===== config.mk =====
export PLATFORM = sky130hd
export DESIGN_NAME = moving_average_trend_slope_unit_flat
export DESIGN_NICKNAME = d
export VERILOG_FILES = /design/src/rtl/mats_pkg.sv /design/src/rtl/mats_req_if.sv /design/src/rtl/mats_rsp_if.sv /design/src/rtl/moving_average_trend_slope_unit.sv /design/src/rtl/mats_div.sv /design/src/rtl/mats_core.sv /design/src/flat_wrapper.sv
export SDC_FILE = /design/constraint.sdc
export NUM_CORES = 2
export LEC_CHECK = 0
export ABC_AREA = 0
export BUFFER_PORTS_ARGS = -buffer_cell sky130_fd_sc_hd__buf_2
export CORE_UTILIZATION = 50
export CTS_CLUSTER_SIZE = 25
export DETAILED_ROUTE_END_ITERATION = 8
export GPL_TIMING_DRIVEN = 0
export PLACE_DENSITY = 0.77
export SLEW_MARGIN = 20
export SYNTH_ARGS = -nofsm -noshare
export SYNTH_HDL_FRONTEND = slang
export SYNTH_HIERARCHICAL = 1
export SYNTH_SLANG_ARGS = --single-unit
export TNS_END_PERCENT = 5

===== constraint.sdc =====
create_clock -name clock -period 11 [get_ports clock]
set_clock_uncertainty 0.05 [all_clocks]
set_input_delay 0.55 -clock clock [delete_from_list [all_inputs] [get_ports clock]]
set_output_delay 0.55 -clock clock [all_outputs]
set_load 0.02 [all_outputs]

===== src/rtl/mats_pkg.sv =====
package mats_pkg;

   // Request operation codes.
   localparam logic [2:0] OP_ADD   = 3'd0;
   localparam logic [2:0] OP_AVG   = 3'd1;
   localparam logic [2:0] OP_CLEAR = 3'd2;
   localparam logic [2:0] OP_FILL  = 3'd3;
   localparam logic [2:0] OP_READ  = 3'd4;

   // Configuration register indexes (byte address bit 2).
   localparam logic REG_WINDOW_SIZE  = 1'b0;
   localparam logic REG_HISTORY_SIZE = 1'b1;

   // Widths that hold the largest supported window and history depths.
   localparam int CFG_WS_W = 8;
   localparam int CFG_HS_W = 7;

   typedef struct packed {
      logic [CFG_WS_W-1:0] window_size;
      logic [CFG_HS_W-1:0] history_size;
      logic                clear;
   } cfg_type;

   typedef struct packed {
      logic [2:0]         op;
      logic signed [15:0] sample;
      logic [14:0]        fill_count;
      logic [7:0]         index;
   } req_type;

   typedef struct packed {
      logic signed [15:0] average;
      logic               average_valid;
      logic signed [15:0] weighted_average;
      logic               weighted_valid;
      logic signed [31:0] slope;
      logic               slope_valid;
      logic signed [15:0] element;
      logic               element_valid;
   } res_type;

endpackage


===== src/rtl/mats_req_if.sv =====
interface mats_req_if;
   logic               valid;
   logic               ready;
   logic [2:0]         op;
   logic signed [15:0] sample;
   logic [14:0]        fill_count;
   logic [7:0]         index;

   modport source(output valid, op, sample, fill_count, index, input ready);
   modport sink(input valid, op, sample, fill_count, index, output ready);
endinterface


===== src/rtl/mats_rsp_if.sv =====
interface mats_rsp_if;
   logic               valid;
   logic               ready;
   logic signed [15:0] average;
   logic               average_valid;
   logic signed [15:0] weighted_average;
   logic               weighted_valid;
   logic signed [31:0] slope;
   logic               slope_valid;
   logic signed [15:0] element;
   logic               element_valid;

   modport source(output valid, average, average_valid, weighted_average, weighted_valid,
                  slope, slope_valid, element, element_valid, input ready);
   modport sink(input valid, average, average_valid, weighted_average, weighted_valid,
                slope, slope_valid, element, element_valid, output ready);
endinterface


===== src/rtl/moving_average_trend_slope_unit.sv =====
// Moving average and trend slope unit. Each request carries one operation
// (add a sample, take the average and push it into the history ring, clear,
// fill with a repeated value, or read an element) and yields exactly one
// response with the plain average, the linearly weighted average, the
// least-squares slope of the average history in saturated Q16.16 and the
// requested ring element, each with a valid flag (the weighted average shares
// the average's). Requests are handled one at a time by a small sequencer
// around a single shared multiplier and a shared one-bit-per-cycle divider of
// DIV_W bits (DIV_W is 54 at the default depths). The run time of a request
// grows with the number of divisions (up to three), the stored sample count
// and, when the history is full, the history size; a fill also writes each
// stored copy and adds one more division. The divider sets most of the run
// time. The response sits in an output register, so the next request is taken
// as soon as the result has moved there. The two configuration registers lie
// at byte addresses 0 (window_size) and 4 (history_size); values are clamped
// to their legal range and any write clears both rings. Write configuration
// only while no request is in flight.
module moving_average_trend_slope_unit #(
   parameter int WINDOW_DEPTH  = 16,
   parameter int HISTORY_DEPTH = 8
) (
   input  logic        clock,
   input  logic        reset,
   mats_req_if.sink    req,
   mats_rsp_if.source  rsp,
   input  logic        csr_psel,
   input  logic        csr_penable,
   input  logic        csr_pwrite,
   input  logic [2:0]  csr_paddr,
   input  logic [31:0] csr_pwdata,
   output logic [31:0] csr_prdata,
   output logic        csr_pready
);
   import mats_pkg::*;

   logic [CFG_WS_W-1:0] ws_ff, ws_in;
   logic [CFG_HS_W-1:0] hs_ff, hs_in;
   logic                cfg_write;
   logic [CFG_WS_W-1:0] ws_raw;
   logic [CFG_HS_W-1:0] hs_raw;
   cfg_type             cfg;
   req_type             core_req;
   res_type             core_res;
   logic                core_res_valid;
   logic                core_res_ready;
   res_type             rsp_data_ff;
   logic                rsp_valid_ff;

   // The configuration port completes a write in its access cycle.
   assign csr_pready = 1'b1;
   assign cfg_write  = csr_psel && csr_penable && csr_pwrite && csr_pready;
   assign ws_raw     = CFG_WS_W'(csr_pwdata[4:0]);
   assign hs_raw     = CFG_HS_W'(csr_pwdata[3:0]);

   // Clamp written values into the legal ranges of the two registers.
   always_comb begin
      ws_in = ws_ff;
      hs_in = hs_ff;
      if (cfg_write) begin
         unique case (csr_paddr[2])
            REG_WINDOW_SIZE: begin
               if (ws_raw == '0) begin
                  ws_in = CFG_WS_W'(1);
               end else if (ws_raw > CFG_WS_W'(WINDOW_DEPTH)) begin
                  ws_in = CFG_WS_W'(WINDOW_DEPTH);
               end else begin
                  ws_in = ws_raw;
               end
            end
            REG_HISTORY_SIZE: begin
               if (hs_raw < CFG_HS_W'(2)) begin
                  hs_in = CFG_HS_W'(2);
               end else if (hs_raw > CFG_HS_W'(HISTORY_DEPTH)) begin
                  hs_in = CFG_HS_W'(HISTORY_DEPTH);
               end else begin
                  hs_in = hs_raw;
               end
            end
            default: begin
               ws_in = ws_ff;
            end
         endcase
      end
   end

   always_ff @(posedge clock) begin
      if (reset) begin
         ws_ff <= CFG_WS_W'(WINDOW_DEPTH);
         hs_ff <= CFG_HS_W'(HISTORY_DEPTH);
      end else begin
         ws_ff <= ws_in;
         hs_ff <= hs_in;
      end
   end

   assign csr_prdata = (csr_paddr[2] == REG_HISTORY_SIZE) ? 32'(hs_ff) : 32'(ws_ff);

   // Any register write empties both rings.
   assign cfg.window_size  = ws_ff;
   assign cfg.history_size = hs_ff;
   assign cfg.clear        = cfg_write;

   assign core_req.op         = req.op;
   assign core_req.sample     = req.sample;
   assign core_req.fill_count = req.fill_count;
   assign core_req.index      = req.index;

   mats_core #(.WD(WINDOW_DEPTH), .HD(HISTORY_DEPTH)) u_core (
      .clock     (clock),
      .reset     (reset),
      .cfg       (cfg),
      .in_valid  (req.valid),
      .in_ready  (req.ready),
      .in_req    (core_req),
      .res_valid (core_res_valid),
      .res_ready (core_res_ready),
      .res       (core_res)
   );

   // Output register: the sequencer hands over a response whenever the
   // register is empty or is being drained in the same cycle.
   assign core_res_ready = !rsp_valid_ff || rsp.ready;

   always_ff @(posedge clock) begin
      if (reset) begin
         rsp_valid_ff <= 1'b0;
      end else if (core_res_valid && core_res_ready) begin
         rsp_valid_ff <= 1'b1;
      end else if (rsp.ready) begin
         rsp_valid_ff <= 1'b0;
      end
      if (core_res_valid && core_res_ready) begin
         rsp_data_ff <= core_res;
      end
   end

   assign rsp.valid            = rsp_valid_ff;
   assign rsp.average          = rsp_data_ff.average;
   assign rsp.average_valid    = rsp_data_ff.average_valid;
   assign rsp.weighted_average = rsp_data_ff.weighted_average;
   assign rsp.weighted_valid   = rsp_data_ff.weighted_valid;
   assign rsp.slope            = rsp_data_ff.slope;
   assign rsp.slope_valid      = rsp_data_ff.slope_valid;
   assign rsp.element          = rsp_data_ff.element;
   assign rsp.element_valid    = rsp_data_ff.element_valid;

   assert property (@(posedge clock) disable iff (reset)
                    (rsp_valid_ff && !rsp.ready) |=> rsp_valid_ff)
      else $error("pending response dropped");
   assert property (@(posedge clock) disable iff (reset)
                    (core_res_valid && core_res_ready) |=> rsp_valid_ff)
      else $error("response not captured");
   assert property (@(posedge clock) disable iff (reset)
                    ws_ff != '0 && hs_ff >= CFG_HS_W'(2))
      else $error("configuration register out of range");
endmodule


===== src/rtl/mats_div.sv =====
module mats_div #(
   parameter int W = 54
) (
   input  logic         clock,
   input  logic         reset,
   input  logic         start,
   input  logic [W-1:0] num,
   input  logic [W-1:0] den,
   output logic         busy,
   output logic         done,
   output logic [W-1:0] quot,
   output logic [W-1:0] rem
);
   localparam int CW = $clog2(W + 1);

   logic [W-1:0]  rem_ff, rem_in;
   logic [W-1:0]  quo_ff, quo_in;
   logic [W-1:0]  den_ff, den_in;
   logic [CW-1:0] cnt_ff, cnt_in;
   logic          busy_ff, busy_in;
   logic          done_ff, done_in;
   logic [W:0]    shifted;
   logic [W:0]    diff;

   // One quotient bit per cycle, restoring.
   always_comb begin
      rem_in  = rem_ff;
      quo_in  = quo_ff;
      den_in  = den_ff;
      cnt_in  = cnt_ff;
      busy_in = busy_ff;
      done_in = 1'b0;
      shifted = {rem_ff, quo_ff[W-1]};
      diff    = shifted - {1'b0, den_ff};
      if (busy_ff) begin
         if (!diff[W]) begin
            rem_in = diff[W-1:0];
            quo_in = {quo_ff[W-2:0], 1'b1};
         end else begin
            rem_in = shifted[W-1:0];
            quo_in = {quo_ff[W-2:0], 1'b0};
         end
         cnt_in = cnt_ff - CW'(1);
         if (cnt_ff == CW'(1)) begin
            busy_in = 1'b0;
            done_in = 1'b1;
         end
      end else if (start) begin
         rem_in  = '0;
         quo_in  = num;
         den_in  = den;
         cnt_in  = CW'(W);
         busy_in = 1'b1;
      end
   end

   always_ff @(posedge clock) begin
      if (reset) begin
         busy_ff <= 1'b0;
         done_ff <= 1'b0;
         cnt_ff  <= '0;
      end else begin
         busy_ff <= busy_in;
         done_ff <= done_in;
         cnt_ff  <= cnt_in;
      end
      rem_ff <= rem_in;
      quo_ff <= quo_in;
      den_ff <= den_in;
   end

   assign busy = busy_ff;
   assign done = done_ff;
   assign quot = quo_ff;
   assign rem  = rem_ff;

   assert property (@(posedge clock) disable iff (reset) done_ff |-> !busy_ff)
      else $error("divider reports done while still busy");
   assert property (@(posedge clock) disable iff (reset) busy_ff |-> cnt_ff != '0)
      else $error("divider busy with an empty step count");
   assert property (@(posedge clock) disable iff (reset) (start && !busy_ff) |=> busy_ff)
      else $error("divider did not start");
endmodule


===== src/rtl/mats_core.sv =====
module mats_core #(
   parameter int WD = 16,
   parameter int HD = 8
) (
   input  logic              clock,
   input  logic              reset,
   input  mats_pkg::cfg_type cfg,
   input  logic              in_valid,
   output logic              in_ready,
   input  mats_pkg::req_type in_req,
   output logic              res_valid,
   input  logic              res_ready,
   output mats_pkg::res_type res
);
   import mats_pkg::*;

   localparam int SW     = (WD > 1) ? $clog2(WD) : 1;
   localparam int HSW    = $clog2(HD);
   localparam int CNT_W  = $clog2(WD + 1);
   localparam int HCNT_W = $clog2(HD + 1);
   localparam int KW     = (CNT_W > HCNT_W) ? CNT_W : HCNT_W;
   localparam int LW     = (SW > HSW) ? SW : HSW;
   localparam int SUM_W  = 16 + CNT_W;
   localparam int HSUM_W = 16 + HCNT_W;
   localparam int MA_W   = (HSUM_W > 17) ? HSUM_W : 17;
   localparam int MB_W   = KW + 1;
   localparam int P_W    = MA_W + MB_W + 1;
   localparam int ACC_W  = P_W + KW;
   localparam int D_W    = ACC_W + 5;
   localparam int DIV_W  = D_W + 17;

   localparam logic [DIV_W-1:0] POS_MAX = DIV_W'(64'd2147483647);
   localparam logic [DIV_W-1:0] NEG_MAG = DIV_W'(64'd2147483648);

   typedef enum logic [25:0] {
      S_IDLE     = 26'd1 << 0,
      S_DISPATCH = 26'd1 << 1,
      S_ADD      = 26'd1 << 2,
      S_FILL     = 26'd1 << 3,
      S_FMOD     = 26'd1 << 4,
      S_FWAIT    = 26'd1 << 5,
      S_AVG      = 26'd1 << 6,
      S_AVGW     = 26'd1 << 7,
      S_PUSHR    = 26'd1 << 8,
      S_PUSHW    = 26'd1 << 9,
      S_WINIT    = 26'd1 << 10,
      S_WRD      = 26'd1 << 11,
      S_WMUL     = 26'd1 << 12,
      S_WACC     = 26'd1 << 13,
      S_WDEN     = 26'd1 << 14,
      S_WDIV     = 26'd1 << 15,
      S_WWAIT    = 26'd1 << 16,
      S_SINIT    = 26'd1 << 17,
      S_SL1      = 26'd1 << 18,
      S_SL2      = 26'd1 << 19,
      S_SL3      = 26'd1 << 20,
      S_SL4      = 26'd1 << 21,
      S_SWAIT    = 26'd1 << 22,
      S_ERD      = 26'd1 << 23,
      S_EOUT     = 26'd1 << 24,
      S_DONE     = 26'd1 << 25
   } state_type;

   state_type state_ff, state_in;

   // Captured request.
   logic [2:0]         op_ff, op_in;
   logic signed [15:0] smp_ff, smp_in;
   logic [14:0]        fcnt_ff, fcnt_in;
   logic [7:0]         idx_ff, idx_in;

   // Window and history state.
   logic signed [SUM_W-1:0]  sum_ff, sum_in;
   logic [SW-1:0]            wslot_ff, wslot_in;
   logic [CNT_W-1:0]         cnt_ff, cnt_in;
   logic signed [HSUM_W-1:0] hsum_ff, hsum_in;
   logic [HSW-1:0]           hslot_ff, hslot_in;
   logic [HCNT_W-1:0]        hcnt_ff, hcnt_in;

   // Walk and arithmetic working registers.
   logic                     walk_hist_ff, walk_hist_in;
   logic [LW-1:0]            walk_slot_ff, walk_slot_in;
   logic [KW-1:0]            weight_ff, weight_in;
   logic signed [ACC_W-1:0]  acc_ff, acc_in;
   logic [CNT_W-1:0]         fill_k_ff, fill_k_in;
   logic signed [D_W-1:0]    d_ff, d_in;
   logic                     neg_ff, neg_in;
   logic signed [MA_W-1:0]   mul_a;
   logic [MB_W-1:0]          mul_b;
   logic signed [P_W-1:0]    prod_ff, prod_in;

   // Results.
   logic signed [15:0] avg_ff, avg_in;
   logic               avg_ok_ff, avg_ok_in;
   logic signed [15:0] wavg_ff, wavg_in;
   logic signed [31:0] slope_ff, slope_in;
   logic               slope_ok_ff, slope_ok_in;
   logic signed [15:0] elem_ff, elem_in;
   logic               elem_ok_ff, elem_ok_in;

   // Memories.
   logic signed [15:0] samp_mem [WD];
   logic signed [15:0] hist_mem [HD];
   logic [SW-1:0]      s_rd_addr, s_waddr;
   logic [HSW-1:0]     h_rd_addr, h_waddr;
   logic               s_we, h_we;
   logic signed [15:0] s_wdata, h_wdata;
   logic signed [15:0] s_rdata_ff, h_rdata_ff;
   logic signed [15:0] walk_rdata;

   // Divider.
   logic             div_start, div_busy, div_done;
   logic [DIV_W-1:0] div_num, div_den, div_quot, div_rem;

   logic [CNT_W-1:0]  ws;
   logic [HCNT_W-1:0] hs;
   logic [KW-1:0]     walk_len;
   logic [KW:0]       start_slot;
   logic [CNT_W-1:0]  stored;
   logic [CNT_W-1:0]  fill_kp1;
   logic [SUM_W-1:0]  sum_mag;
   logic [ACC_W-1:0]  acc_mag;
   logic [D_W-1:0]    d_mag;
   logic signed [D_W-1:0] acc_x, prod_x;
   logic signed [15:0] old_val;

   assign ws         = CNT_W'(cfg.window_size);
   assign hs         = HCNT_W'(cfg.history_size);
   assign walk_len   = walk_hist_ff ? KW'(hs) : KW'(cnt_ff);
   assign walk_rdata = walk_hist_ff ? h_rdata_ff : s_rdata_ff;
   assign stored     = (16'(fcnt_ff) < 16'(ws)) ? CNT_W'(fcnt_ff) : ws;
   assign fill_kp1   = fill_k_ff + CNT_W'(1);
   assign sum_mag    = sum_ff[SUM_W-1] ? $unsigned(-sum_ff) : $unsigned(sum_ff);
   assign acc_mag    = acc_ff[ACC_W-1] ? $unsigned(-acc_ff) : $unsigned(acc_ff);
   assign d_mag      = d_ff[D_W-1] ? $unsigned(-d_ff) : $unsigned(d_ff);
   assign acc_x      = D_W'(acc_ff);
   assign prod_x     = D_W'(prod_ff);
   assign prod_in    = mul_a * $signed({1'b0, mul_b});

   always_comb begin
      state_in     = state_ff;
      op_in        = op_ff;
      smp_in       = smp_ff;
      fcnt_in      = fcnt_ff;
      idx_in       = idx_ff;
      sum_in       = sum_ff;
      wslot_in     = wslot_ff;
      cnt_in       = cnt_ff;
      hsum_in      = hsum_ff;
      hslot_in     = hslot_ff;
      hcnt_in      = hcnt_ff;
      walk_hist_in = walk_hist_ff;
      walk_slot_in = walk_slot_ff;
      weight_in    = weight_ff;
      acc_in       = acc_ff;
      fill_k_in    = fill_k_ff;
      d_in         = d_ff;
      neg_in       = neg_ff;
      avg_in       = avg_ff;
      avg_ok_in    = avg_ok_ff;
      wavg_in      = wavg_ff;
      slope_in     = slope_ff;
      slope_ok_in  = slope_ok_ff;
      elem_in      = elem_ff;
      elem_ok_in   = elem_ok_ff;
      mul_a        = '0;
      mul_b        = '0;
      s_rd_addr    = '0;
      h_rd_addr    = '0;
      s_we         = 1'b0;
      s_waddr      = '0;
      s_wdata      = smp_ff;
      h_we         = 1'b0;
      h_waddr      = hslot_ff;
      h_wdata      = avg_ff;
      div_start    = 1'b0;
      div_num      = '0;
      div_den      = '0;
      start_slot   = '0;
      old_val      = '0;
      in_ready     = 1'b0;
      res_valid    = 1'b0;

      unique case (state_ff)
         S_IDLE: begin
            // A register write in this cycle takes priority over a request.
            in_ready = !cfg.clear;
            if (cfg.clear) begin
               sum_in   = '0;
               wslot_in = '0;
               cnt_in   = '0;
               hsum_in  = '0;
               hslot_in = '0;
               hcnt_in  = '0;
            end else if (in_valid) begin
               op_in    = in_req.op;
               smp_in   = in_req.sample;
               fcnt_in  = in_req.fill_count;
               idx_in   = in_req.index;
               state_in = S_DISPATCH;
            end
         end
         S_DISPATCH: begin
            state_in = S_AVG;
            unique case (op_ff)
               OP_ADD: begin
                  s_rd_addr = wslot_ff;
                  state_in  = S_ADD;
               end
               OP_CLEAR, OP_FILL: begin
                  sum_in    = '0;
                  wslot_in  = '0;
                  cnt_in    = '0;
                  hsum_in   = '0;
                  hslot_in  = '0;
                  hcnt_in   = '0;
                  fill_k_in = '0;
                  if (op_ff == OP_FILL && fcnt_ff != '0) begin
                     state_in = S_FILL;
                  end
               end
               default: begin
                  state_in = S_AVG;
               end
            endcase
         end
         S_ADD: begin
            // The slot under the write pointer holds a live sample only once full.
            old_val  = (cnt_ff == ws) ? s_rdata_ff : 16'sd0;
            sum_in   = sum_ff - SUM_W'(old_val) + SUM_W'(smp_ff);
            s_we     = 1'b1;
            s_waddr  = wslot_ff;
            wslot_in = (CNT_W'(wslot_ff) + CNT_W'(1) >= ws) ? '0 : wslot_ff + SW'(1);
            if (cnt_ff < ws) begin
               cnt_in = cnt_ff + CNT_W'(1);
            end
            state_in = S_AVG;
         end
         S_FILL: begin
            s_we      = 1'b1;
            s_waddr   = SW'(fill_k_ff);
            sum_in    = sum_ff + SUM_W'(smp_ff);
            fill_k_in = fill_kp1;
            if (fill_kp1 == stored) begin
               cnt_in   = stored;
               state_in = S_FMOD;
            end
         end
         S_FMOD: begin
            div_start = 1'b1;
            div_num   = DIV_W'(fcnt_ff);
            div_den   = DIV_W'(ws);
            state_in  = S_FWAIT;
         end
         S_FWAIT: begin
            if (div_done) begin
               wslot_in = SW'(div_rem);
               state_in = S_AVG;
            end
         end
         S_AVG: begin
            if (cnt_ff == '0) begin
               avg_in    = '0;
               avg_ok_in = 1'b0;
               wavg_in   = '0;
               state_in  = S_SINIT;
            end else begin
               neg_in    = sum_ff[SUM_W-1];
               div_start = 1'b1;
               div_num   = DIV_W'(sum_mag);
               div_den   = DIV_W'(cnt_ff);
               state_in  = S_AVGW;
            end
         end
         S_AVGW: begin
            if (div_done) begin
               avg_in    = neg_ff ? 16'(-div_quot) : 16'(div_quot);
               avg_ok_in = 1'b1;
               state_in  = (op_ff == OP_AVG) ? S_PUSHR : S_WINIT;
            end
         end
         S_PUSHR: begin
            h_rd_addr = hslot_ff;
            state_in  = S_PUSHW;
         end
         S_PUSHW: begin
            old_val  = (hcnt_ff == hs) ? h_rdata_ff : 16'sd0;
            hsum_in  = hsum_ff - HSUM_W'(old_val) + HSUM_W'(avg_ff);
            h_we     = 1'b1;
            hslot_in = (HCNT_W'(hslot_ff) + HCNT_W'(1) >= hs) ? '0 : hslot_ff + HSW'(1);
            if (hcnt_ff < hs) begin
               hcnt_in = hcnt_ff + HCNT_W'(1);
            end
            state_in = S_WINIT;
         end
         S_WINIT: begin
            start_slot = (KW+1)'(wslot_ff) + (KW+1)'(cnt_ff) - (KW+1)'(1);
            if (start_slot >= (KW+1)'(cnt_ff)) begin
               start_slot = start_slot - (KW+1)'(cnt_ff);
            end
            walk_hist_in = 1'b0;
            walk_slot_in = LW'(start_slot);
            weight_in    = KW'(cnt_ff);
            acc_in       = '0;
            state_in     = S_WRD;
         end
         S_WRD: begin
            s_rd_addr    = SW'(walk_slot_ff);
            h_rd_addr    = HSW'(walk_slot_ff);
            walk_slot_in = (walk_slot_ff == '0) ? LW'(walk_len - KW'(1))
                                                : walk_slot_ff - LW'(1);
            state_in     = S_WMUL;
         end
         S_WMUL: begin
            mul_a    = MA_W'(walk_rdata);
            mul_b    = MB_W'(weight_ff);
            state_in = S_WACC;
         end
         S_WACC: begin
            acc_in    = acc_ff + ACC_W'(prod_ff);
            weight_in = weight_ff - KW'(1);
            if (weight_ff == KW'(1)) begin
               state_in = walk_hist_ff ? S_SL1 : S_WDEN;
            end else begin
               state_in = S_WRD;
            end
         end
         S_WDEN: begin
            mul_a    = $signed(MA_W'(cnt_ff));
            mul_b    = MB_W'(cnt_ff) + MB_W'(1);
            state_in = S_WDIV;
         end
         S_WDIV: begin
            neg_in    = acc_ff[ACC_W-1];
            div_start = 1'b1;
            div_num   = DIV_W'(acc_mag);
            div_den   = DIV_W'($unsigned(prod_ff) >> 1);
            state_in  = S_WWAIT;
         end
         S_WWAIT: begin
            if (div_done) begin
               wavg_in  = neg_ff ? 16'(-div_quot) : 16'(div_quot);
               state_in = S_SINIT;
            end
         end
         S_SINIT: begin
            if (hcnt_ff != hs) begin
               slope_in    = '0;
               slope_ok_in = 1'b0;
               state_in    = S_ERD;
            end else begin
               start_slot = (KW+1)'(hslot_ff) + (KW+1)'(hs) - (KW+1)'(1);
               if (start_slot >= (KW+1)'(hs)) begin
                  start_slot = start_slot - (KW+1)'(hs);
               end
               walk_hist_in = 1'b1;
               walk_slot_in = LW'(start_slot);
               weight_in    = KW'(hs);
               acc_in       = '0;
               state_in     = S_WRD;
            end
         end
         S_SL1: begin
            mul_a    = MA_W'(hsum_ff);
            mul_b    = MB_W'(hs) + MB_W'(1);
            state_in = S_SL2;
         end
         S_SL2: begin
            // Numerator 12*W - 6*(m+1)*S; the factors 12 and 6 by shift and add.
            d_in     = (acc_x <<< 3) + (acc_x <<< 2) - (prod_x <<< 2) - (prod_x <<< 1);
            mul_a    = $signed(MA_W'(hs));
            mul_b    = MB_W'(hs) - MB_W'(1);
            state_in = S_SL3;
         end
         S_SL3: begin
            mul_a    = MA_W'(prod_ff);
            mul_b    = MB_W'(hs) + MB_W'(1);
            state_in = S_SL4;
         end
         S_SL4: begin
            neg_in    = d_ff[D_W-1];
            div_start = 1'b1;
            div_num   = DIV_W'({d_mag, 16'b0}) + DIV_W'($unsigned(prod_ff) >> 1);
            div_den   = DIV_W'($unsigned(prod_ff));
            state_in  = S_SWAIT;
         end
         S_SWAIT: begin
            if (div_done) begin
               if (neg_ff) begin
                  slope_in = (div_quot > NEG_MAG) ? 32'sh80000000 : 32'(-div_quot);
               end else begin
                  slope_in = (div_quot > POS_MAX) ? 32'sh7fffffff : 32'(div_quot);
               end
               slope_ok_in = 1'b1;
               state_in    = S_ERD;
            end
         end
         S_ERD: begin
            s_rd_addr = idx_ff[SW-1:0];
            state_in  = S_EOUT;
         end
         S_EOUT: begin
            elem_ok_in = 9'(idx_ff) < 9'(cnt_ff);
            elem_in    = (9'(idx_ff) < 9'(cnt_ff)) ? s_rdata_ff : 16'sd0;
            state_in   = S_DONE;
         end
         S_DONE: begin
            res_valid = 1'b1;
            if (res_ready) begin
               state_in = S_IDLE;
            end
         end
         default: begin
            state_in = S_IDLE;
         end
      endcase
   end

   always_ff @(posedge clock) begin
      if (reset) begin
         state_ff <= S_IDLE;
         sum_ff   <= '0;
         wslot_ff <= '0;
         cnt_ff   <= '0;
         hsum_ff  <= '0;
         hslot_ff <= '0;
         hcnt_ff  <= '0;
      end else begin
         state_ff <= state_in;
         sum_ff   <= sum_in;
         wslot_ff <= wslot_in;
         cnt_ff   <= cnt_in;
         hsum_ff  <= hsum_in;
         hslot_ff <= hslot_in;
         hcnt_ff  <= hcnt_in;
      end
      op_ff        <= op_in;
      smp_ff       <= smp_in;
      fcnt_ff      <= fcnt_in;
      idx_ff       <= idx_in;
      walk_hist_ff <= walk_hist_in;
      walk_slot_ff <= walk_slot_in;
      weight_ff    <= weight_in;
      acc_ff       <= acc_in;
      fill_k_ff    <= fill_k_in;
      d_ff         <= d_in;
      neg_ff       <= neg_in;
      prod_ff      <= prod_in;
      avg_ff       <= avg_in;
      avg_ok_ff    <= avg_ok_in;
      wavg_ff      <= wavg_in;
      slope_ff     <= slope_in;
      slope_ok_ff  <= slope_ok_in;
      elem_ff      <= elem_in;
      elem_ok_ff   <= elem_ok_in;
   end

   always_ff @(posedge clock) begin
      if (s_we) begin
         samp_mem[s_waddr] <= s_wdata;
      end
      s_rdata_ff <= samp_mem[s_rd_addr];
   end

   always_ff @(posedge clock) begin
      if (h_we) begin
         hist_mem[h_waddr] <= h_wdata;
      end
      h_rdata_ff <= hist_mem[h_rd_addr];
   end

   mats_div #(.W(DIV_W)) u_div (
      .clock (clock),
      .reset (reset),
      .start (div_start),
      .num   (div_num),
      .den   (div_den),
      .busy  (div_busy),
      .done  (div_done),
      .quot  (div_quot),
      .rem   (div_rem)
   );

   assign res.average          = avg_ff;
   assign res.average_valid    = avg_ok_ff;
   assign res.weighted_average = wavg_ff;
   assign res.weighted_valid   = avg_ok_ff;
   assign res.slope            = slope_ff;
   assign res.slope_valid      = slope_ok_ff;
   assign res.element          = elem_ff;
   assign res.element_valid    = elem_ok_ff;

   assert property (@(posedge clock) disable iff (reset) cnt_ff <= ws)
      else $error("sample count above the window size");
   assert property (@(posedge clock) disable iff (reset) hcnt_ff <= hs)
      else $error("history count above the history size");
   assert property (@(posedge clock) disable iff (reset) div_start |-> !div_busy)
      else $error("divider started while busy");
   assert property (@(posedge clock) disable iff (reset)
                    (in_valid && in_ready && !cfg.clear) |=> state_ff == S_DISPATCH)
      else $error("accepted request was not dispatched");
endmodule

===== src/flat_wrapper.sv =====
// flat-port wrapper written by rule: the top's interface ports become plain ports
module moving_average_trend_slope_unit_flat import mats_pkg::*;
#(
   parameter int WINDOW_DEPTH  = 16,
   parameter int HISTORY_DEPTH = 8
)
  (clock, reset, csr_psel, csr_penable, csr_pwrite, csr_paddr, csr_pwdata, csr_prdata, csr_pready, req_valid, req_op, req_sample, req_fill_count, req_index, req_ready, rsp_valid, rsp_average, rsp_average_valid, rsp_weighted_average, rsp_weighted_valid, rsp_slope, rsp_slope_valid, rsp_element, rsp_element_valid, rsp_ready);
  mats_req_if req_i ();
  mats_rsp_if rsp_i ();
  input  logic clock;
  input  logic reset;
  input  logic csr_psel;
  input  logic csr_penable;
  input  logic csr_pwrite;
  input  logic [2:0] csr_paddr;
  input  logic [31:0] csr_pwdata;
  output logic [31:0] csr_prdata;
  output logic csr_pready;
  input wire logic [$bits(req_i.valid)-1:0] req_valid;
  input wire logic [$bits(req_i.op)-1:0] req_op;
  input wire logic [$bits(req_i.sample)-1:0] req_sample;
  input wire logic [$bits(req_i.fill_count)-1:0] req_fill_count;
  input wire logic [$bits(req_i.index)-1:0] req_index;
  output wire logic [$bits(req_i.ready)-1:0] req_ready;
  output wire logic [$bits(rsp_i.valid)-1:0] rsp_valid;
  output wire logic [$bits(rsp_i.average)-1:0] rsp_average;
  output wire logic [$bits(rsp_i.average_valid)-1:0] rsp_average_valid;
  output wire logic [$bits(rsp_i.weighted_average)-1:0] rsp_weighted_average;
  output wire logic [$bits(rsp_i.weighted_valid)-1:0] rsp_weighted_valid;
  output wire logic [$bits(rsp_i.slope)-1:0] rsp_slope;
  output wire logic [$bits(rsp_i.slope_valid)-1:0] rsp_slope_valid;
  output wire logic [$bits(rsp_i.element)-1:0] rsp_element;
  output wire logic [$bits(rsp_i.element_valid)-1:0] rsp_element_valid;
  input wire logic [$bits(rsp_i.ready)-1:0] rsp_ready;
  assign req_i.valid = req_valid;
  assign req_i.op = req_op;
  assign req_i.sample = req_sample;
  assign req_i.fill_count = req_fill_count;
  assign req_i.index = req_index;
  assign req_ready = req_i.ready;
  assign rsp_valid = rsp_i.valid;
  assign rsp_average = rsp_i.average;
  assign rsp_average_valid = rsp_i.average_valid;
  assign rsp_weighted_average = rsp_i.weighted_average;
  assign rsp_weighted_valid = rsp_i.weighted_valid;
  assign rsp_slope = rsp_i.slope;
  assign rsp_slope_valid = rsp_i.slope_valid;
  assign rsp_element = rsp_i.element;
  assign rsp_element_valid = rsp_i.element_valid;
  assign rsp_i.ready = rsp_ready;
  moving_average_trend_slope_unit #(.WINDOW_DEPTH(WINDOW_DEPTH), .HISTORY_DEPTH(HISTORY_DEPTH)) u_core (.clock(clock), .reset(reset), .req(req_i), .rsp(rsp_i), .csr_psel(csr_psel), .csr_penable(csr_penable), .csr_pwrite(csr_pwrite), .csr_paddr(csr_paddr), .csr_pwdata(csr_pwdata), .csr_prdata(csr_prdata), .csr_pready(csr_pready));
endmodule

After elaboration in Yosys (flattened, before gate mapping)
Memories as Yosys holds them, arrays and structs flattened. A register that Yosys moved wholly into a read port is not among the register bits.
Cells that the tools add are included.
- $add $sub $neg: 35
- multiply operators: 1
- $lt $le $gt $ge: 13
- equality and inequality tests: 51
- mux-type cells: 115
- bitwise logic cells: 3
- reductions and logical operators: 48
- operator list (operator ; count):
    26-bit one-hot mux with 26 select lines ; 1
    54-bit two-way mux ; 5
    32-bit two-way mux ; 7
    54-bit one-hot mux with 4 select lines ; 1
    26-bit two-way mux ; 8
    27-bit one-hot mux with 4 select lines ; 1
    20-bit one-hot mux with 5 select lines ; 1
    16-bit two-way mux ; 6
    32-bit one-hot mux with 3 select lines ; 1
    21-bit two-way mux ; 4
    21-bit one-hot mux with 4 select lines ; 1
    32-bit negator ; 2
    16-bit one-hot mux with 2 select lines ; 2
    32-bit one-hot mux with 2 select lines ; 1
    20-bit one-hot mux with 3 select lines ; 1
    55-bit by 54-bit subtractor with 55-bit output ; 1
    53-bit by 26-bit adder with 54-bit output ; 1
    54-bit by 31-bit greater-than comparator with 1-bit output (second input constant) ; 1
    54-bit by 32-bit greater-than comparator with 1-bit output (second input constant) ; 1
    4-bit two-way mux ; 12
    21-bit by 16-bit adder with 21-bit output ; 2
    20-bit two-way mux ; 2
    5-bit two-way mux ; 8
    19-bit two-way mux ; 2
    110 further kinds ; 194
- register bits: 589
- bits in writable memories: 384
- bits of input ports: 84
- output and inout bits: 119
- logic and storage cells: 310
- memories kept: 2
- memories (memory ; depth ; width ; rd ports ; clocked after memory_dff ; write ports ; line ; text):
    u_core.u_core.samp_mem ; 16 ; 16 ; 1 ; 1 ; 1 ; mats_core.sv:102 ; logic signed [15:0] samp_mem [WD];
    u_core.u_core.hist_mem ; 8 ; 16 ; 1 ; 1 ; 1 ; mats_core.sv:103 ; logic signed [15:0] hist_mem [HD];

Longest topological paths before layout
- depth after elaboration: 6
- gate-level depth with buffers: 31
- gate-level depth less buffers: 29

By module
The synthesis kept the hierarchy.
- modules (own cells, without submodules) (module ; instances ; cells each ; area each (µm²) ; seq. area each (µm²)):
    mats_core ; 1 ; 4681 ; 47820.9 ; 20649.8
    mats_div ; 1 ; 937 ; 10294.9 ; 5024.8
    moving_average_trend_slope_unit ; 1 ; 167 ; 3246.9 ; 2722.6

Worst setup path before layout
No wires, ideal clock.
- path type: register to register
- from: register u_core.u_core.state_ff[9]
- to: register u_core.u_core.prod_ff[26]
- library setup time: 72 ps
- data arrival time: 8311 ps
- data required time: 10878 ps
- path slack: 2567 ps
- cell stages (with the launch flop): 29
- path buffers: 3
- period minus slack after synthesis: 8433 ps
- cell sequence: dfxtp_1 -> or4_4 -> or4_1 -> buf_2 -> nor4_1 -> clkbuf_1 -> inv_1 -> o221ai_1 -> a221o_1 -> buf_2 -> nand2_1 -> fa_1 -> inv_1 -> fa_1 -> fa_1 -> inv_1 -> fa_1 -> inv_1 -> ha_1 -> a21o_1 -> a21o_1 -> a21oi_1 -> a2bb2oi_1 -> o21ai_0 -> o221ai_1 -> nor3_1 -> or3b_2 -> a21oi_1 -> xnor2_1
- word-level cells in the longest chain between the ends: 4
- elaborated cells on any way between the ends: 9
- those cells by class: mul (1); eq/ne (5); mux (2); reduce/logical (1)
- RTL lines (element ; line ; text):
    start, declared ; mats_core.sv:64 ; state_type state_ff, state_in;
    start signal, assigned ; mats_core.sv:429 ; state_ff <= state_in;
    26-bit by 21-bit equality test with 1-bit output / 26-bit by 19-bit equality test with 1-bit output (equally long branches) ; mats_core.sv:184 ; unique case (state_ff)
    2-bit OR reduction (no source line) ; - ;
    6-bit one-hot mux with 4 select lines ; mats_core.sv:184 ;
    20-bit by 7-bit multiplier with 27-bit output * ; mats_core.sv:138 ; assign prod_in = mul_a * $signed({1'b0, mul_b});
    net u_core.u_core.prod_in[26] ; mats_core.sv:90 ; logic signed [P_W-1:0] prod_ff, prod_in;
    end signal, assigned ; mats_core.sv:448 ; prod_ff <= prod_in;
    end, declared ; mats_core.sv:90 ;
Mark *: on every way through the listed nets, which the timed path passes. The rest lies on a longest branch.
A chain may end at the register's enable or synchronous reset.

Worst setup path after layout
- from: register u_core.u_core.state_ff[25]
- to: register u_core.u_core.prod_ff[26]
The elaborated chain is that of the path after synthesis.

==> qor.yml <==
grt:
  track_usage_pct: 28.7
  top_usage_layer: "met2"
  grt-ovfl-total: 0
  grt_max_degree: 57
  grt_util_met1_pct: 37.4
  grt_antenna_before_repair: 23
  met2_usage_pct: 44.3
  grt_pass1_wl_um: 273000
  use_met3_pct: 6.48
  grt_pass1_vias: 45800
route:
  ant_nets: 0
  drt_iter0_markers: 5799
  drc: 0
  wirelength_um: 182000
  drtPass1Iterations: 6
  via_per_inst: 6.00
  vias: 47500
  routedWlPerCell_um: 23.0
place:
  globalplace.congestion: 1.03
  postPlaceCellArea_sq_um: 65100
  pre_cts_ws_ns: 1.70
  dp.cells: 7669
  io_buffers: 144
  post-dp-hpwl_um: 138000
worst_setup_path:
  crit_path_end_kind: "flip-flop"
  max_stage_delay_ns: 0.92
  cp_max_fo: 10
  start_kind: "flip-flop"
  arrival_ns: 10.24
  critical_path_class: "reg2reg"
  cp.required_ns: 11.50
  crit_slowest_cell: "nor4_1"
  cp_common_cell: "fa_1"
die:
  dieArea_sq_um: 124000
  rows: 128
  die_x_um: 352
  initial_utilization_pct: 50.4
  die_y_um: 352
  pin_count: 203
  core_area_sq_um: 122000
finish:
  area_growth_pct: 13.3
  final_area_sq_um: 69500
  final_util_pct: 57.1
  fin_cells: 7920
  final_common_cell: "edfxtp_1"
  nNetsFinal: 6779
  final_cell_mix: "edfxtp_1, nand2_1, inv_1"
  drive_above_1_share_pct: 10.6
  fillers: 10100
clock_tree:
  cts_max_level: 3
  postCtsResizedCells: 0
  cts.sinks: 999
  cts_tree: "yes"
  cts.clk_slew.worst_paths_ns: 0.07
  cts-root-buf: "clkbuf_16"
  clk_latency_ns: 0.80
  cts.path.max_buffers: 3
  numCtsBuffers: 106
  cts_setup_buffers: 0
run:
  cap_violations: 0
synthesis:
  netlist_area_sq_um: 61400
  synth_flop_cell: "edfxtp_1"
  ys_warn_count: 6
  synth.avg_cell_area_sq_um: 10.6
  synth_edf_count: 839
  synthArstFlopShare_pct: 0
  ys_types: 117
  yosysSeqAreaShare_pct: 46.3
  ys_seq_elements: 999
  syn_inst: 5785
timing:
  final-setup-viol-count: 0
  setup_tns_ns: 0
  rsz0062_at_grt: "no"
  fin_crit_sh_pct: 88.5
  min_period_ns: 9.73
  final_max_slew_viol_count: 0
  hold_ws_ns: 0.0879
  maxSlewHeadroom_pct: 9.49
  fmax_mhz: 103
  worstMarginPinSlew_ns: 1.35
  setup_slack_ns: 1.27
  hold_viol_final: 0
status:
  status: "complete, no violations"
power_and_ir_drop:
  p_leak_nw: 27.7
  vdd_ir_drop_max_mv: 0.170
  finalPower_mw: 8.88
  power_density_nw_per_um2: 128
hold_path:
  hold_class: "in2reg"
per-layer routing:
layer / wire length, um / vias up / part of all wire (%)
met1: 71600 / 22900 / 39
met4: 10500 / 26 / 5.8
met5: 161 / - / 0.088
met2: 81200 / 2488 / 45
li1: - / 21600 / -
met3: 18500 / 495 / 10
area by class of cell:
cell class              instances  area (sq um)  area share [%]
diodes                         11          27.5          0.0396
plain buffers                 268          1280            1.84
clock buffers                 125          2730            3.93
clock inverters                74          1150            1.65
inverters                     500          1880            2.71
multi-input cells            4086         30300            43.6
flip-flops and latches        999         28400            40.9
well taps                    1625          2030            2.93
repair buffers                232          1700            2.44
Yosys cell counts, drive strengths merged (12+ instances only):
cell       n  area, sq um
edfxtp   839        25200
or4       23          184
a21oi    293         1500
and3      41          258
dfxtp    160         3200
nor2b     65          407
or3       49          312
o211ai    34          255
mux2      76          856
o21a      50          375
o41ai     22          211
nand4     38          259
nor4      47          334
a2111oi   13          134
a211oi    64          485
a222oi    23          230
o221ai    12          105
o22ai     50          313
and2      78          488
nor3b     30          246
a31oi     27          169
nand2b    51          319
clkbuf   161          606
a21o     103          773
xnor2    212         1860
a32oi     36          323
o21bai    22          165
inv      497         1870
xor2     118         1030
buf      107          672
o31ai     39          293
mux2i    176         1760
or2       27          169
o21ai    259         1310
nand4b    18          173
nand2    523         1970
nand3b    13         97.6
a22oi     36          270
a221oi    16          140
nor2     432         1630
ha       314         3930
fa       188         3760
nor3     117          611
nand3    129          658
cell families after synthesis:
family | Yosys count | share of synthesized area [%]
AO/OA/AOI/OAI | 1221 | 13.4
XOR/XNOR | 330 | 4.71
adder cells (fa/ha/maj) | 502 | 12.5
buffers and inverters | 768 | 5.14
flip-flops | 999 | 46.3
multiplexers | 252 | 4.27
other | 4 | 0.0245
AND/OR/NAND/NOR | 1709 | 13.7
flip-flops by register name, summed over array words and instances, names as in the netlist, 20 cells and up:
| signal | cells |
|---|---|
| u_core/u_core/acc_ff | 32 |
| u_core/u_core/u_div/quot | 54 |
| u_core/u_core/state_ff | 26 |
| u_core/u_core/hist_mem | 128 |
| u_core/u_core/u_div/rem | 54 |
| u_core/u_core/sum_ff | 21 |
| u_core/u_core/slope_ff | 32 |
| u_core/u_core/d_ff | 36 |
| u_core/u_core/samp_mem | 256 |
| u_core/rsp.slope | 32 |
| u_core/u_core/prod_ff | 27 |
| u_core/u_core/u_div/den_ff | 54 |
| u_core/u_core/hsum_ff | 20 |
worst max-delay path: cells and delay by family (launching register included):
kind | cells | cell delay, ns
buffers and inverters | 4 | 0.65
adders and majority gates | 5 | 2.41
xor gates and xnor gates | 1 | 0.35
AOI/OAI and AO/OA | 8 | 1.90
DFF | 1 | 0.34
and+or+nand+nor | 9 | 3.82
worst paths after layout:
path,startpoint,endpoint,slack [ns],depth (start not counted)
hold reg to reg,u_core/u_core/slope_ff[29],u_core/rsp.slope[29],0.36,0
setup reg to reg,u_core/u_core/state_ff[25],u_core/u_core/prod_ff[26],1.27,27
hold / removal,csr_pwdata[3],u_core/hs_ff[1],0.09,3
setup / recovery,u_core/u_core/state_ff[25],u_core/u_core/prod_ff[26],1.27,27
where the power goes:
part           leakage (nW)  total [mW]  internal, mW  switching, mW
clock network          1.86        3.95          2.34           1.61
registers              9.00        4.23          4.14         0.0938
logic                  16.9       0.705         0.281          0.424
total                  27.7        8.88          6.76           2.12
repair_timing:
item                       in CTS  in global routing
hold endpoints to repair       39                  0
hold buffers                   39                  0
setup endpoints to repair       0                  0
Power figures use the tool's default switching activity.
